`src/rtl/core/afsf_pkg.sv`:
```
// ---------------------------------------------------------------------------
// afsf_pkg : shared types and constants of the ARMA feature smoothing filter
// Filter order, fixed-point widths, divide-by-constant reciprocal and the
// job word that travels from the front end to the back end.
// ---------------------------------------------------------------------------
package afsf_pkg;

   // filter order M and the averaging divisor 2M+1
   localparam int ORDER    = 2;
   localparam int DIVISOR  = 2 * ORDER + 1;

   // Q7.16 sample width
   localparam int SAMPLE_W = 24;

   // accumulator holds a sum of 2M+1 samples
   localparam int DIV_LOG  = $clog2(DIVISOR);
   localparam int ACC_W    = SAMPLE_W + DIV_LOG;
   localparam int MAG_W    = ACC_W - 1;

   // floor(mag / DIVISOR) == (mag * RECIP) >> RECIP_SHIFT for any MAG_W-bit mag
   localparam int RECIP_SHIFT = MAG_W + DIV_LOG;
   localparam int RECIP_W     = MAG_W + 1;
   localparam int PROD_W      = MAG_W + RECIP_W;
   localparam longint unsigned RECIP =
      ((64'd1 << RECIP_SHIFT) + DIVISOR - 1) / DIVISOR;

   // frame counter saturates at 2M
   localparam int COUNT_W  = $clog2(2 * ORDER + 1);
   // index into the copy tail of a job
   localparam int IDX_W    = (ORDER > 1) ? $clog2(ORDER) : 1;

   // front-to-back job queue
   localparam int QUEUE_DEPTH = 2;
   localparam int QPTR_W      = 1;
   localparam int QCNT_W      = 2;

   typedef logic signed [SAMPLE_W-1:0] sample_type;
   typedef logic signed [ACC_W-1:0]    acc_type;

   typedef enum logic [1:0] {
      JOB_PASS,    // pass the sample through, record it in the history
      JOB_FILTER,  // produce a filtered frame, copies follow when last
      JOB_COPY     // emit copies of the look-ahead frames only
   } job_kind_type;

   typedef struct packed {
      job_kind_type                   kind;
      logic                           last;
      sample_type                     value;
      acc_type                        window_sum;
      logic [ORDER-1:0][SAMPLE_W-1:0] tail;       // newest M samples, oldest at 0
      logic [IDX_W-1:0]               copy_start;
   } job_type;

   // sign-extend a sample to accumulator width
   function automatic acc_type widen(input sample_type v);
      widen = ACC_W'(v);
   endfunction

endpackage

```
`src/rtl/core/afsf_req_if.sv`:
```
// ---------------------------------------------------------------------------
// afsf_req_if : sample channel
// Valid/ready channel carrying one feature sample word per transfer.
// ---------------------------------------------------------------------------
interface afsf_req_if;
   logic                     valid;
   logic                     ready;
   afsf_pkg::sample_type     sample;
   logic                     last_frame;

   modport source (output valid, output sample, output last_frame, input ready);
   modport sink   (input valid, input sample, input last_frame, output ready);
endinterface

```
`src/rtl/core/afsf_front.sv`:
```
// ---------------------------------------------------------------------------
// afsf_front : sample intake and classification
// Keeps the look-ahead window, its running sum and the frame count, and turns
// each accepted word into a job for the back end.
// ---------------------------------------------------------------------------
module afsf_front (
   input  logic              clock,
   input  logic              reset,
   afsf_req_if.sink          req_if,
   input  logic              queue_full,
   output logic              job_push,
   output afsf_pkg::job_type job_out
);
   import afsf_pkg::*;

   sample_type         window_ff [ORDER+1];
   sample_type         window_in [ORDER+1];
   acc_type            window_sum_ff, window_sum_in;
   logic [COUNT_W-1:0] frames_seen_ff, frames_seen_in;
   logic [COUNT_W-1:0] start_wide;
   logic               accept;

   assign req_if.ready = !queue_full;
   assign accept       = req_if.valid && req_if.ready;

   // window after shifting in the new sample
   always_comb begin
      for (int i = 0; i < ORDER; i++) begin
         window_in[i] = window_ff[i+1];
      end
      window_in[ORDER] = req_if.sample;
   end

   // running sum of the window: drop the oldest, add the newest
   assign window_sum_in = window_sum_ff - widen(window_ff[0]) + widen(req_if.sample);

   // frame count, saturating at 2M
   assign frames_seen_in = (frames_seen_ff < COUNT_W'(2 * ORDER)) ?
                           frames_seen_ff + COUNT_W'(1) : frames_seen_ff;

   // first copy of a short utterance is frame M, at tail index 2M-n-1
   assign start_wide = COUNT_W'(2 * ORDER - 1) - frames_seen_ff;

   // classify the word
   always_comb begin
      job_out.value      = req_if.sample;
      job_out.last       = req_if.last_frame;
      job_out.window_sum = window_sum_in;
      for (int i = 0; i < ORDER; i++) begin
         job_out.tail[i] = window_in[i+1];
      end
      job_out.copy_start = '0;
      job_out.kind       = JOB_FILTER;
      job_push           = accept;
      if (frames_seen_ff < COUNT_W'(ORDER)) begin
         job_out.kind = JOB_PASS;
      end else if (frames_seen_ff < COUNT_W'(2 * ORDER)) begin
         job_out.kind       = JOB_COPY;
         job_out.copy_start = start_wide[IDX_W-1:0];
         // collecting look-ahead: nothing to do unless the utterance ends
         job_push           = accept && req_if.last_frame;
      end
   end

   // state registers; the last frame returns everything to reset
   always_ff @(posedge clock) begin
      if (reset) begin
         for (int i = 0; i <= ORDER; i++) begin
            window_ff[i] <= '0;
         end
         window_sum_ff  <= '0;
         frames_seen_ff <= '0;
      end else if (accept) begin
         if (req_if.last_frame) begin
            for (int i = 0; i <= ORDER; i++) begin
               window_ff[i] <= '0;
            end
            window_sum_ff  <= '0;
            frames_seen_ff <= '0;
         end else begin
            window_ff      <= window_in;
            window_sum_ff  <= window_sum_in;
            frames_seen_ff <= frames_seen_in;
         end
      end
   end

endmodule

```
`src/flat_wrapper.sv`:
```
// flat-port wrapper written by rule: the top's interface ports become plain ports
module afsf_front_flat import afsf_pkg::*;
  (clock, reset, queue_full, job_push, job_out, req_if_valid, req_if_sample, req_if_last_frame, req_if_ready);
  afsf_req_if req_if_i ();
  input  logic clock;
  input  logic reset;
  input  logic queue_full;
  output logic job_push;
  output afsf_pkg::job_type job_out;
  input wire logic [$bits(req_if_i.valid)-1:0] req_if_valid;
  input wire logic [$bits(req_if_i.sample)-1:0] req_if_sample;
  input wire logic [$bits(req_if_i.last_frame)-1:0] req_if_last_frame;
  output wire logic [$bits(req_if_i.ready)-1:0] req_if_ready;
  assign req_if_i.valid = req_if_valid;
  assign req_if_i.sample = req_if_sample;
  assign req_if_i.last_frame = req_if_last_frame;
  assign req_if_ready = req_if_i.ready;
  afsf_front u_core (.clock(clock), .reset(reset), .req_if(req_if_i), .queue_full(queue_full), .job_push(job_push), .job_out(job_out));
endmodule
```
`config.mk`:
```
export PLATFORM = sky130hd
export DESIGN_NAME = afsf_front_flat
export DESIGN_NICKNAME = d
export VERILOG_FILES = /design/src/rtl/core/afsf_pkg.sv /design/src/rtl/core/afsf_req_if.sv /design/src/rtl/core/afsf_front.sv /design/src/flat_wrapper.sv
export SDC_FILE = /design/constraint.sdc
export NUM_CORES = 1
export LEC_CHECK = 0
export BUFFER_PORTS_ARGS = -buffer_cell sky130_fd_sc_hd__buf_2
export CORE_UTILIZATION = 60
export DETAILED_ROUTE_END_ITERATION = 10
export PLACE_DENSITY = 0.91
export REMOVE_ABC_BUFFERS = 1
export SLEW_MARGIN = 20
export SYNTH_ARGS = -nofsm -noshare
export SYNTH_HDL_FRONTEND = slang
export SYNTH_SLANG_ARGS = --single-unit
```
`constraint.sdc`:
```
create_clock -name clock -period 9.6 [get_ports clock]
set_input_delay 0 -clock clock [delete_from_list [all_inputs] [get_ports clock]]
set_output_delay 0 -clock clock [all_outputs]
set_load 0.03 [all_outputs]
```
==> qor.yml <==
synth:
  ys_ff_latch: 102
  async_flop_share_pct: 0
  yosysWarningCount: 0
  netlist_area_um2: 6704
  synth_area_leaders: "dfxtp_1 (30%), buf_4 (8.2%), fa_1 (7.8%)"
  yosys.area.top_type_share_pct: 30.46
  synth-seq-area-share_pct: 30.46
  netlist_instances: 850
  synth_area_per_cell_um2: 7.887
  synth.distinct_cells: 51
  yosys.area.top_type: "dfxtp_1"
  synthFlopType: "dfxtp_1"
  synth_edf_count: 0
floorplan:
  start_util_pct: 61.84
  dieHeight_um: 107.7
  die_area_um2: 11600
  die_width_um: 107.7
  design.core.area_um2: 10840
  rows: 38
  io_pins: 134
timing:
  fin_hold_ws_ns: 0.08008
  setup_tns_ns: 0
  period_minus_slack_ns: 3.768
  worst_slew_pin_slew_ns: 0.8872
  hold_viol: 0
  slew_headroom_pct: 40.85
  rsz0062_at_grt: "no"
  max_freq_ghz: 0.2654
  setup_viol: 0
  period_share_pct: 39.25
  fin_worst_skew_ns: 0.008419
  report.final.slew_viol_count: 0
clock_network:
  clk_pin_slew_ns: 0.10
  clkSinkCount: 102
  post_cts_buffers: 0
  clockBufferDepth: 2
  cts_inserted_buffers: 9
  cts_resized: 0
  htreeDepth: 3
  insertion_delay_ns: 0.38
  cts_tree: "yes"
  cts-root-buf: "clkbuf_8"
  cts_hold_buf: 2
setup_path:
  cp-startpoint: "u_core.window_sum_ff[2]"
  required_ns: 9.60
  rr_startpoint: "u_core.window_sum_ff[2]"
  path_class: "reg2out"
  cp-end-kind: "output port"
  arrival_ns: 3.77
  reg2reg_slack_ns: 6.29
  cp_max_fo: 4
  worstSetupStartpointType: "flop"
route:
  antenna_left: 0
  route.detailed.drc: 0
  vias: 5570
  firstDrtPassIters: 5
  routed_wl_um: 14060
  drt-initial-drc-count: 398
  drt-vias-per-instance: 5.445
  wl_per_cell_um: 13.74
finish:
  layout_common_cells: "buf_2 (133), inv_1 (109), dfxtp_1 (102)"
  fin_nets: 962
  fillers: 912
  drive_gt1_share_pct: 18.35
  final_common_cell: "buf_2"
  diodes: 0
  final_util_pct: 65.28
  area_delta_synth_final_pct: 5.562
power:
  powerDensity_nw_per_um2: 169.6
  power.leakage_nw: 3.148
  ir_drop_mv: 0.07605
run:
  cap_viol_max_count: 0
place:
  routabilityCongestion: 0.9249
  portBuffers: 133
  dp_hpwl_um: 10020
grt:
  gr-usage-all-layers_pct: 24.64
  antenna_found_initial: 0
  grt_pass1_vias: 4832
  grt_first_pass_wirelength_um: 22690
  grt_max_degree: 86
  grt_overflow: 0
min_path:
  hold_start: "req_if_sample[9]"
  hp-class: "in2reg"
status:
  outcome: "finished, final reports clean"
where the power goes:
group / total (mW) / switching [mW] / internal [mW]
combinational: 0.500 / 0.344 / 0.155
clock: 0.260 / 0.150 / 0.110
sequential: 0.441 / 0.00678 / 0.434
total: 1.20 / 0.501 / 0.699
registers in the layout, summed over array words and instances (netlist names):
signal,flops
u_core.frames_seen_ff,3
u_core.job_out,24
u_core.window_sum_ff,27
u_core.window_ff,48
synth_stat cells, types with 2 or more instances:
cell / count
a2111o_1: 2
a211o_1: 2
a211oi_1: 2
a21o_1: 8
a21oi_1: 101
a22o_1: 12
a22oi_1: 10
a311oi_1: 2
a31oi_1: 5
and3_1: 2
buf_1: 6
buf_4: 73
clkbuf_1: 43
dfxtp_1: 102
fa_1: 26
ha_1: 29
inv_1: 109
mux2i_1: 4
nand2_1: 75
nand2b_1: 2
nand3_1: 9
nand3b_1: 51
nand4_1: 6
nor2_1: 57
nor2b_1: 6
nor3_1: 30
nor4_1: 2
o211ai_1: 2
o21a_1: 4
o21ai_0: 16
o21ai_1: 3
o21bai_1: 2
o311a_1: 2
o31ai_1: 3
or2_2: 2
or3_1: 3
xnor2_1: 13
xor2_1: 11
worst paths after layout:
kind | cells past startpoint | end
min | 5 | u_core.job_out[10]
min reg2reg | 2 | u_core.window_ff[40]
max reg2reg | 11 | u_core.window_sum_ff[20]
max | 12 | job_out[73]
metal layers:
| layer | share of wire [%] | track usage [%] |
|---|---|---|
| met5 | 0 | 0 |
| met1 | 45 | 33.37 |
| met2 | 47 | 39.01 |
| met4 | 2.0 | 10.76 |
| met3 | 5.7 | 3.571 |
logic make-up (layout without fill, tap and decap cells):
family	Yosys count	count (layout)	synth area share, %
adder cells (fa/ha/maj)	55	55	13.18
AO/OA/AOI/OAI	184	184	16.89
multiplexers	4	4	0.5973
AND/OR/NAND/NOR	249	249	18.65
buffers and inverters	232	265	17.10
XOR/XNOR	24	24	3.135
flip-flops	102	102	30.46
per-stage QoR:
step	instance area, µm²	setup slack, ns	total power [mW]	cells
5_1_grt	7077	5.653	1.266	1023
2_1_floorplan	5967	6.022	0.7827	727
6_report	7077	5.832	1.200	1023
3_3_place_gp	6865	6.317	0.9384	1005
3_5_place_dp	6865	6.245	0.9449	1005
4_1_cts	7071	5.811	1.206	1023
critical path, stage by stage, from the launching register on:
cell	delay, ns
dfxtp_1	0.34
inv_1	0.05
fa_1	0.50
inv_1	0.04
ha_1	0.35
nor2b_1	0.17
o2111a_1	0.24
or3_1	0.43
a31oi_1	0.35
o211ai_1	0.32
a21oi_1	0.26
xnor2_1	0.13
buf_2	0.21
final cells by class:
class	instances	area (µm²)	area share (%)
Clock inverter	4	30.03	0.4243
Sequential cell	102	2042	28.85
Multi-Input combinational cell	516	3542	50.05
Clock buffer	12	155.1	2.192
Tap cell	140	175.2	2.475
Timing Repair Buffer	140	723.2	10.22
Inverter	109	409.1	5.781
Note: power is estimated with default switching activity, not from simulation.
