<file path="src/rtl/core/afsf_pkg.sv">
// ---------------------------------------------------------------------------
// afsf_pkg : shared types and constants of the ARMA feature smoothing filter
// Filter order, fixed-point widths, divide-by-constant reciprocal and the
// job word that travels from the front end to the back end.
// ---------------------------------------------------------------------------
package afsf_pkg;

   // filter order M and the averaging divisor 2M+1
   localparam int ORDER    = 2;
   localparam int DIVISOR  = 2 * ORDER + 1;

   // Q7.16 sample width
   localparam int SAMPLE_W = 24;

   // accumulator holds a sum of 2M+1 samples
   localparam int DIV_LOG  = $clog2(DIVISOR);
   localparam int ACC_W    = SAMPLE_W + DIV_LOG;
   localparam int MAG_W    = ACC_W - 1;

   // floor(mag / DIVISOR) == (mag * RECIP) >> RECIP_SHIFT for any MAG_W-bit mag
   localparam int RECIP_SHIFT = MAG_W + DIV_LOG;
   localparam int RECIP_W     = MAG_W + 1;
   localparam int PROD_W      = MAG_W + RECIP_W;
   localparam longint unsigned RECIP =
      ((64'd1 << RECIP_SHIFT) + DIVISOR - 1) / DIVISOR;

   // frame counter saturates at 2M
   localparam int COUNT_W  = $clog2(2 * ORDER + 1);
   // index into the copy tail of a job
   localparam int IDX_W    = (ORDER > 1) ? $clog2(ORDER) : 1;

   // front-to-back job queue
   localparam int QUEUE_DEPTH = 2;
   localparam int QPTR_W      = 1;
   localparam int QCNT_W      = 2;

   typedef logic signed [SAMPLE_W-1:0] sample_type;
   typedef logic signed [ACC_W-1:0]    acc_type;

   typedef enum logic [1:0] {
      JOB_PASS,    // pass the sample through, record it in the history
      JOB_FILTER,  // produce a filtered frame, copies follow when last
      JOB_COPY     // emit copies of the look-ahead frames only
   } job_kind_type;

   typedef struct packed {
      job_kind_type                   kind;
      logic                           last;
      sample_type                     value;
      acc_type                        window_sum;
      logic [ORDER-1:0][SAMPLE_W-1:0] tail;       // newest M samples, oldest at 0
      logic [IDX_W-1:0]               copy_start;
   } job_type;

   // sign-extend a sample to accumulator width
   function automatic acc_type widen(input sample_type v);
      widen = ACC_W'(v);
   endfunction

endpackage

</file>
<file path="src/rtl/core/afsf_queue.sv">
// ---------------------------------------------------------------------------
// afsf_queue : job queue between front and back end
// Two-entry register queue; push and pop may happen in the same cycle.
// ---------------------------------------------------------------------------
module afsf_queue (
   input  logic              clock,
   input  logic              reset,
   input  logic              push,
   input  afsf_pkg::job_type push_job,
   input  logic              pop,
   output logic              head_valid,
   output afsf_pkg::job_type head_job,
   output logic              full
);
   import afsf_pkg::*;

   job_type             entry_ff [QUEUE_DEPTH];
   logic [QPTR_W-1:0]   wr_ptr_ff, rd_ptr_ff;
   logic [QCNT_W-1:0]   count_ff, count_in;

   assign head_valid = (count_ff != '0);
   assign full       = (count_ff == QCNT_W'(QUEUE_DEPTH));
   assign head_job   = entry_ff[rd_ptr_ff];

   always_comb begin
      count_in = count_ff;
      if (push && !pop) begin
         count_in = count_ff + QCNT_W'(1);
      end else if (pop && !push) begin
         count_in = count_ff - QCNT_W'(1);
      end
   end

   // payload store
   always_ff @(posedge clock) begin
      if (push) begin
         entry_ff[wr_ptr_ff] <= push_job;
      end
   end

   // pointers and fill count
   always_ff @(posedge clock) begin
      if (reset) begin
         wr_ptr_ff <= '0;
         rd_ptr_ff <= '0;
         count_ff  <= '0;
      end else begin
         if (push) begin
            wr_ptr_ff <= wr_ptr_ff + QPTR_W'(1);
         end
         if (pop) begin
            rd_ptr_ff <= rd_ptr_ff + QPTR_W'(1);
         end
         count_ff <= count_in;
      end
   end

endmodule

</file>
<file path="config.mk">
export PLATFORM = sky130hd
export DESIGN_NAME = afsf_queue
export DESIGN_NICKNAME = d
export VERILOG_FILES = /design/src/rtl/core/afsf_pkg.sv /design/src/rtl/core/afsf_queue.sv
export SDC_FILE = /design/constraint.sdc
export NUM_CORES = 1
export LEC_CHECK = 0
export BUFFER_PORTS_ARGS = -buffer_cell sky130_fd_sc_hd__buf_4
export CAP_MARGIN = 20
export CORE_MARGIN = 10
export CORE_UTILIZATION = 30
export DETAILED_ROUTE_END_ITERATION = 10
export PLACE_DENSITY = 0.51
export SETUP_SLACK_MARGIN = 0.3
export SLEW_MARGIN = 5
export SYNTH_ARGS = -nofsm -noshare
export SYNTH_HDL_FRONTEND = slang
export SYNTH_SLANG_ARGS = --single-unit
</file>
<file path="constraint.sdc">
create_clock -name clock -period 12.8 [get_ports clock]
set_input_delay 1.28 -clock clock [delete_from_list [all_inputs] [get_ports clock]]
set_output_delay 1.28 -clock clock [all_outputs]
set_load 0.005 [all_outputs]
</file>
==> results of run 1 <==
## Yosys cell counts
master    number
a21oi_1        1
and2_1         1
buf_2          3
buf_4          1
buf_6          7
dfxtp_1        5
edfxtp_1     206
ha_1           1
inv_1          1
mux2_2       103
nor2_1         4
nor2b_1        2
o21ai_0        1
or2_2          1
or3_1          1
xnor2_1        2
xor2_1         2
## critical path: stages (launching register included)
cell     delay, ps
dfxtp_4        840
buf_4          690
mux2_2         440
buf_4          140
## logic make-up after synthesis
family                   count (synthesis)  share of synthesized area
AO/OA/AOI/OAI                            2                    0.00131
XOR/XNOR                                 4                    0.00458
adder cells (fa/ha/maj)                  1                    0.00163
multiplexers                           103                      0.152
buffers and inverters                   12                     0.0137
flip-flops                             211                      0.821
AND/OR/NAND/NOR                          9                    0.00605
## path summary, 6_finish.rpt
kind,from,depth (start not counted),to
hold reg to reg,rd_ptr_ff,2,rd_ptr_ff
setup reg to reg,wr_ptr_ff,2,entry_ff[1][57]
hold / removal,rd_ptr_ff,2,rd_ptr_ff
setup / recovery,register,3,head_job[46]
## layer usage
| layer | GRT usage | wire, um |
|---|---|---|
| met4 | 0.0245 | 263 |
| met3 | 0.0410 | 1480 |
| met1 | 0.118 | 7030 |
| met5 | 0 | 0 |
| met2 | 0.159 | 8090 |
## registers in the layout, summed over array words and instances (netlist names), named ones only
register	count
count_ff	2
wr_ptr_ff	1
entry_ff	206
rd_ptr_ff	1
## where the power goes
group	switching, mW	total, mW	internal, mW	leakage (nW)
Sequential	0.0159	0.823	0.807	1.98
Clock	0.245	0.618	0.372	0.342
Combinational	0.0732	0.175	0.102	1.48
## area by class of cell
| type | instances | area share |
|---|---|---|
| inverters | 1 | 0.000364 |
| clock inverters | 8 | 0.00923 |
| well taps | 330 | 0.0401 |
| flip-flops and latches | 211 | 0.611 |
| repair buffers | 215 | 0.157 |
| multi-input cells | 119 | 0.124 |
| clock buffers | 32 | 0.0592 |
## cells in the final DEF, fill, tap and decap left out, drive strengths merged, types with 3 or more instances in the layout
cell type,n
buf,215
clkbuf,32
clkinv,4
dfxtp,5
edfxtp,206
inv,3
mux2,103
nor2,4
## through the flow
| stage | hold WS [ps] | utilization | instances | area [um^2] | worst slack (ps) |
|---|---|---|---|---|---|
| floorplan | 456 | - | 342 | 7650 | 6460 |
| global placement | 472 | 0.382 | 876 | 9590 | 9380 |
| detailed placement | 498 | 0.382 | 876 | 9590 | 9330 |
| CTS | 508 | 0.410 | 916 | 10300 | 8790 |
| global route | 560 | 0.410 | 916 | 10300 | 8720 |
| finish | 516 | 0.410 | 916 | 10300 | 8880 |
==> results.py, run 1 <==
metrics = {
    "worst_setup_path": {
        "path_class": "reg2out",
        "ff2ff_setup_slack_ps": 10560,
        "worstSetupStartpointType": "register",
        "worstSetupEndpointType": "output pin",
        "cp_data_required_time_ps": 11520,
        "crit_path_max_fanout": 53,
        "crit_arrival_ps": 2640,
    },
    "clock_tree": {
        "postCtsSetupBuffers": 0,
        "ctsHoldBuffers": 0,
        "cts_root_buffer": "clkbuf_16",
        "clk_pin_slew_ps": 60,
        "clock-sinks": 211,
        "max-clock-path-buffers": 3,
        "cts_resized": 0,
        "cts_tree": "yes",
        "htree_levels": 1,
        "cts_made_buffers": 23,
        "clk_latency_ps": 500,
    },
    "timing": {
        "max_freq_mhz": 255,
        "slew_viol_final": 0,
        "period_share": 0.306,
        "fin_crit_ps": 3920,
        "skew_ps": 9.09,
        "rsz0062_at_grt": "false",
        "hold_viol": 0,
        "tightest_slew_ps": 815,
        "finalSetupViolCount": 0,
        "slew_headroom": 0.456,
        "fin_tns_setup_ps": 0,
    },
    "place": {
        "io_buffers": 211,
        "place_congestion": 0.699,
        "hpwl_um": 11600,
    },
    "floorplanning": {
        "die_y_um": 180,
        "fp.dieArea_um2": 32300,
        "ioPinCount": 212,
        "die_w_um": 180,
        "core_um2": 25100,
        "rows": 58,
        "initial_core_util": 0.305,
    },
    "synth": {
        "netlist_top_cells_area": "edfxtp_1 81%, mux2_2 15%, dfxtp_1 1.3%, buf_6 1.0%, xnor2_1 0.23%",
        "ys_warn_count": 0,
        "ys_ff_latch": 211,
        "syn-cell-area_um2": 7650,
        "synth_cells": 342,
        "synth.top_cell.area_share": 0.808,
        "yosysTopAreaCell": "edfxtp_1",
        "syn_nets": 450,
        "yosysSeqAreaShare": 0.821,
        "synth.avg_cell_area_um2": 22.4,
        "yosysUniqueCellTypes": 17,
    },
    "routing": {
        "vias_per_cell": 4.25,
        "ant_nets": 0,
        "routed_wl_um": 16900,
        "wire_per_inst_um": 18.4,
        "firstDrtPassIters": 4,
        "dr_total_vias": 3891,
        "drt_iter0_drc": 163,
        "drc_errors": 0,
    },
    "layout": {
        "fillCellCount": 2293,
        "multi_input_area_um2": 1270,
        "n_antenna_cell": 0,
        "syn_to_final_growth_pct": 34.5,
        "seq_area_um2": 6290,
        "final_nets": 679,
        "drive_above_1_share": 0.599,
    },
    "global_routing": {
        "grt_max_degree": 59,
        "grt_overflow": 0,
        "grt_pass1_wl_um": 25500,
        "grtUsageTotal": 0.0979,
        "grt_pass1_vias": 4306,
        "antenna_found_initial": 0,
    },
    "pwr": {
        "ir_worst_vdd_mv": 0.0899,
        "powerDensity_nw_per_um2": 157,
        "total_power_mw": 1.62,
        "p_leak_nw": 3.80,
    },
    "run": {
        "max-cap-violations": 0,
    },
    "status": {
        "run_status": "finished clean",
    },
    "hold_path": {
        "hold_path_class": "reg2reg",
    },
}
Note: power is estimated with default switching activity, not from simulation.
==> run 2: changes to the inputs <==
clock period = 4.05 ns   (was 12.8 ns; I/O delays follow)
==> run 2 against run 1 <==
Core utilization increased by 0.10 points. Global-route usage up 0.15 points. Cell count rose by 0.11%. Critical path type unchanged. Wire length grew 0.66%. Sequential cell count stayed put. Combinational power grew to 3.2 times the previous value. Sequential share of layout area shrank 0.16 points. Clock skew up 14 ps. Sequential power rose to 3.2 times the previous value.
==> results.py, run 2 (synthesis results as in run 1) <==
metrics = {
    "status": {
        "run_status": "finished clean",
    },
    "worst_setup_path": {
        "crit_arrival_ps": 2350,
        "max_stage_delay_ps": 940,
        "reg2reg_depth": 2,
        "path_cells": "buf_12, mux2_2, buf_4",
        "crit_slowest_cell": "dfxtp_4",
        "worstSetupStartpointType": "register",
        "cp_data_required_time_ps": 3640,
        "path_delay_family": "flip-flops",
        "path_class": "reg2out",
        "critPathBufInv": 2,
        "crit_path_max_fanout": 63,
        "ff2ff_setup_slack_ps": 2170,
        "cp.depth": 3,
        "worstSetupEndpointType": "output pin",
    },
    "routing": {
        "firstDrtPassIters": 4,
        "drc_errors": 0,
        "drt_iter0_drc": 160,
        "ant_nets": 0,
        "wire_per_inst_um": 18.5,
        "vias_per_cell": 4.30,
        "routed_wl_um": 17000,
        "dr_total_vias": 3940,
    },
    "clock_tree": {
        "clock-sinks": 211,
        "cts_root_buffer": "clkbuf_16",
        "postCtsSetupBuffers": 0,
        "clk_pin_slew_ps": 60,
        "max-clock-path-buffers": 3,
        "clk_latency_ps": 510,
        "htree_levels": 1,
        "ctsHoldBuffers": 0,
        "cts_made_buffers": 23,
        "cts_resized": 0,
        "cts_tree": "yes",
    },
    "pwr": {
        "p_leak_nw": 3.81,
        "combPwrFrac": 0.109,
        "powerDensity_nw_per_um2": 496,
        "ir_worst_vdd_mv": 0.309,
        "seqPwrFrac": 0.509,
        "p_switching_mw": 1.08,
        "p_clk_frac": 0.383,
        "switching_share": 0.211,
        "intPower_mw": 4.04,
    },
    "layout": {
        "syn_to_final_growth_pct": 34.9,
        "drive_above_1_share": 0.600,
        "final_nets": 679,
        "largestRegisters": "entry_ff x206, count_ff x2",
        "n_antenna_cell": 0,
        "post-route-util": 0.411,
        "final_common_cell": "buf_4",
        "largest_register_ffs": 206,
        "fillCellCount": 2306,
        "most-common-layout-cells": "213 x buf_4, 206 x edfxtp_1, 103 x mux2_2, 23 x clkbuf_16, 7 x clkinv_1",
        "top_register": "entry_ff",
    },
    "place": {
        "io_buffers": 211,
        "hpwl_um": 11400,
        "place_congestion": 0.706,
        "place_ws_ps": 1740,
    },
    "timing": {
        "slew_viol_final": 0,
        "hold_viol": 0,
        "finalSetupViolCount": 0,
        "tightest_slew_ps": 927,
        "period_share": 0.679,
        "max_freq_mhz": 363,
        "holdWs_ps": 78.3,
        "skew_ps": 22.8,
        "fin_crit_ps": 2750,
        "fin_tns_setup_ps": 0,
        "worst_slack_ps": 1300,
        "slew_headroom": 0.382,
        "rsz0062_at_grt": "false",
    },
    "floorplanning": {
        "ioPinCount": 212,
        "core_um2": 25100,
        "rows": 58,
        "die_w_um": 180,
        "initial_core_util": 0.305,
        "die_y_um": 180,
        "fp.dieArea_um2": 32300,
    },
    "global_routing": {
        "grt_max_degree": 64,
        "grt_use_met3": 0.0327,
        "gr-usage-met1": 0.121,
        "gr-usage-met2": 0.162,
        "grtUsageTotal": 0.0994,
        "antenna_found_initial": 0,
        "grt_overflow": 0,
        "grt_pass1_vias": 4382,
        "grt_pass1_wl_um": 25800,
        "busiest_layer": "met2",
    },
    "hold_path": {
        "holdPathStages": 1,
        "hold_path_class": "in2reg",
    },
    "run": {
        "max-cap-violations": 0,
    },
}
[run 2: changes by cell type in the layout (fill, tap and decap cells not counted)]
cell and change:
clkbuf_1 -5, clkinv_1 +5, buf_12 +2, buf_4 -2, clkinv_2 +2, inv_6 -1
[run 2: worst register-to-register path, stage by stage (launching register included)]
cell     delay, ps
dfxtp_1        410
and2_4         660
buf_12         400
[run 2: power by group through the flow]
stage          sequential [mW]  combinational (mW)  clock, mW
2_1_floorplan             2.63               0.257          0
4_1_cts                   2.61               0.575       2.04
5_1_grt                   2.62               0.607       2.12
6_report                  2.60               0.557       1.96
3_3_place_gp              2.65               0.565          0
3_5_place_dp              2.65               0.571          0
[run 2: metrics by stage]
step / cell area [um^2] / cells / power, mW
after floorplan: 7660 / 342 / 2.88
after global placement: 9620 / 876 / 3.21
after detailed placement: 9620 / 876 / 3.23
after CTS: 10300 / 917 / 5.22
after global routing: 10300 / 917 / 5.34
final: 10300 / 917 / 5.12
[run 2: worst paths after layout]
| kind | start | endpoint |
|---|---|---|
| setup / recovery | register | head_job[94] |
| hold / removal | push_job[88] | entry_ff[0][88] |
| setup reg to reg | wr_ptr_ff | entry_ff[1][6] |
| hold reg to reg | count_ff[1] | count_ff[1] |
[run 2: area by class of cell]
type,count,area (um^2),share of cell area
Inverter,1,3.75,0.000364
Multi-Input combinational cell,119,1270,0.123
Timing Repair Buffer,215,1640,0.159
Sequential cell,211,6290,0.609
Clock inverter,14,115,0.0111
Tap cell,330,413,0.0400
Clock buffer,27,591,0.0572
[run 2: routing by layer]
| metal | share of wire | wire [um] |
|---|---|---|
| met1 | 0.42 | 7110 |
| met2 | 0.49 | 8250 |
| met3 | 0.068 | 1160 |
| met4 | 0.027 | 451 |
| met5 | 0 | 0 |
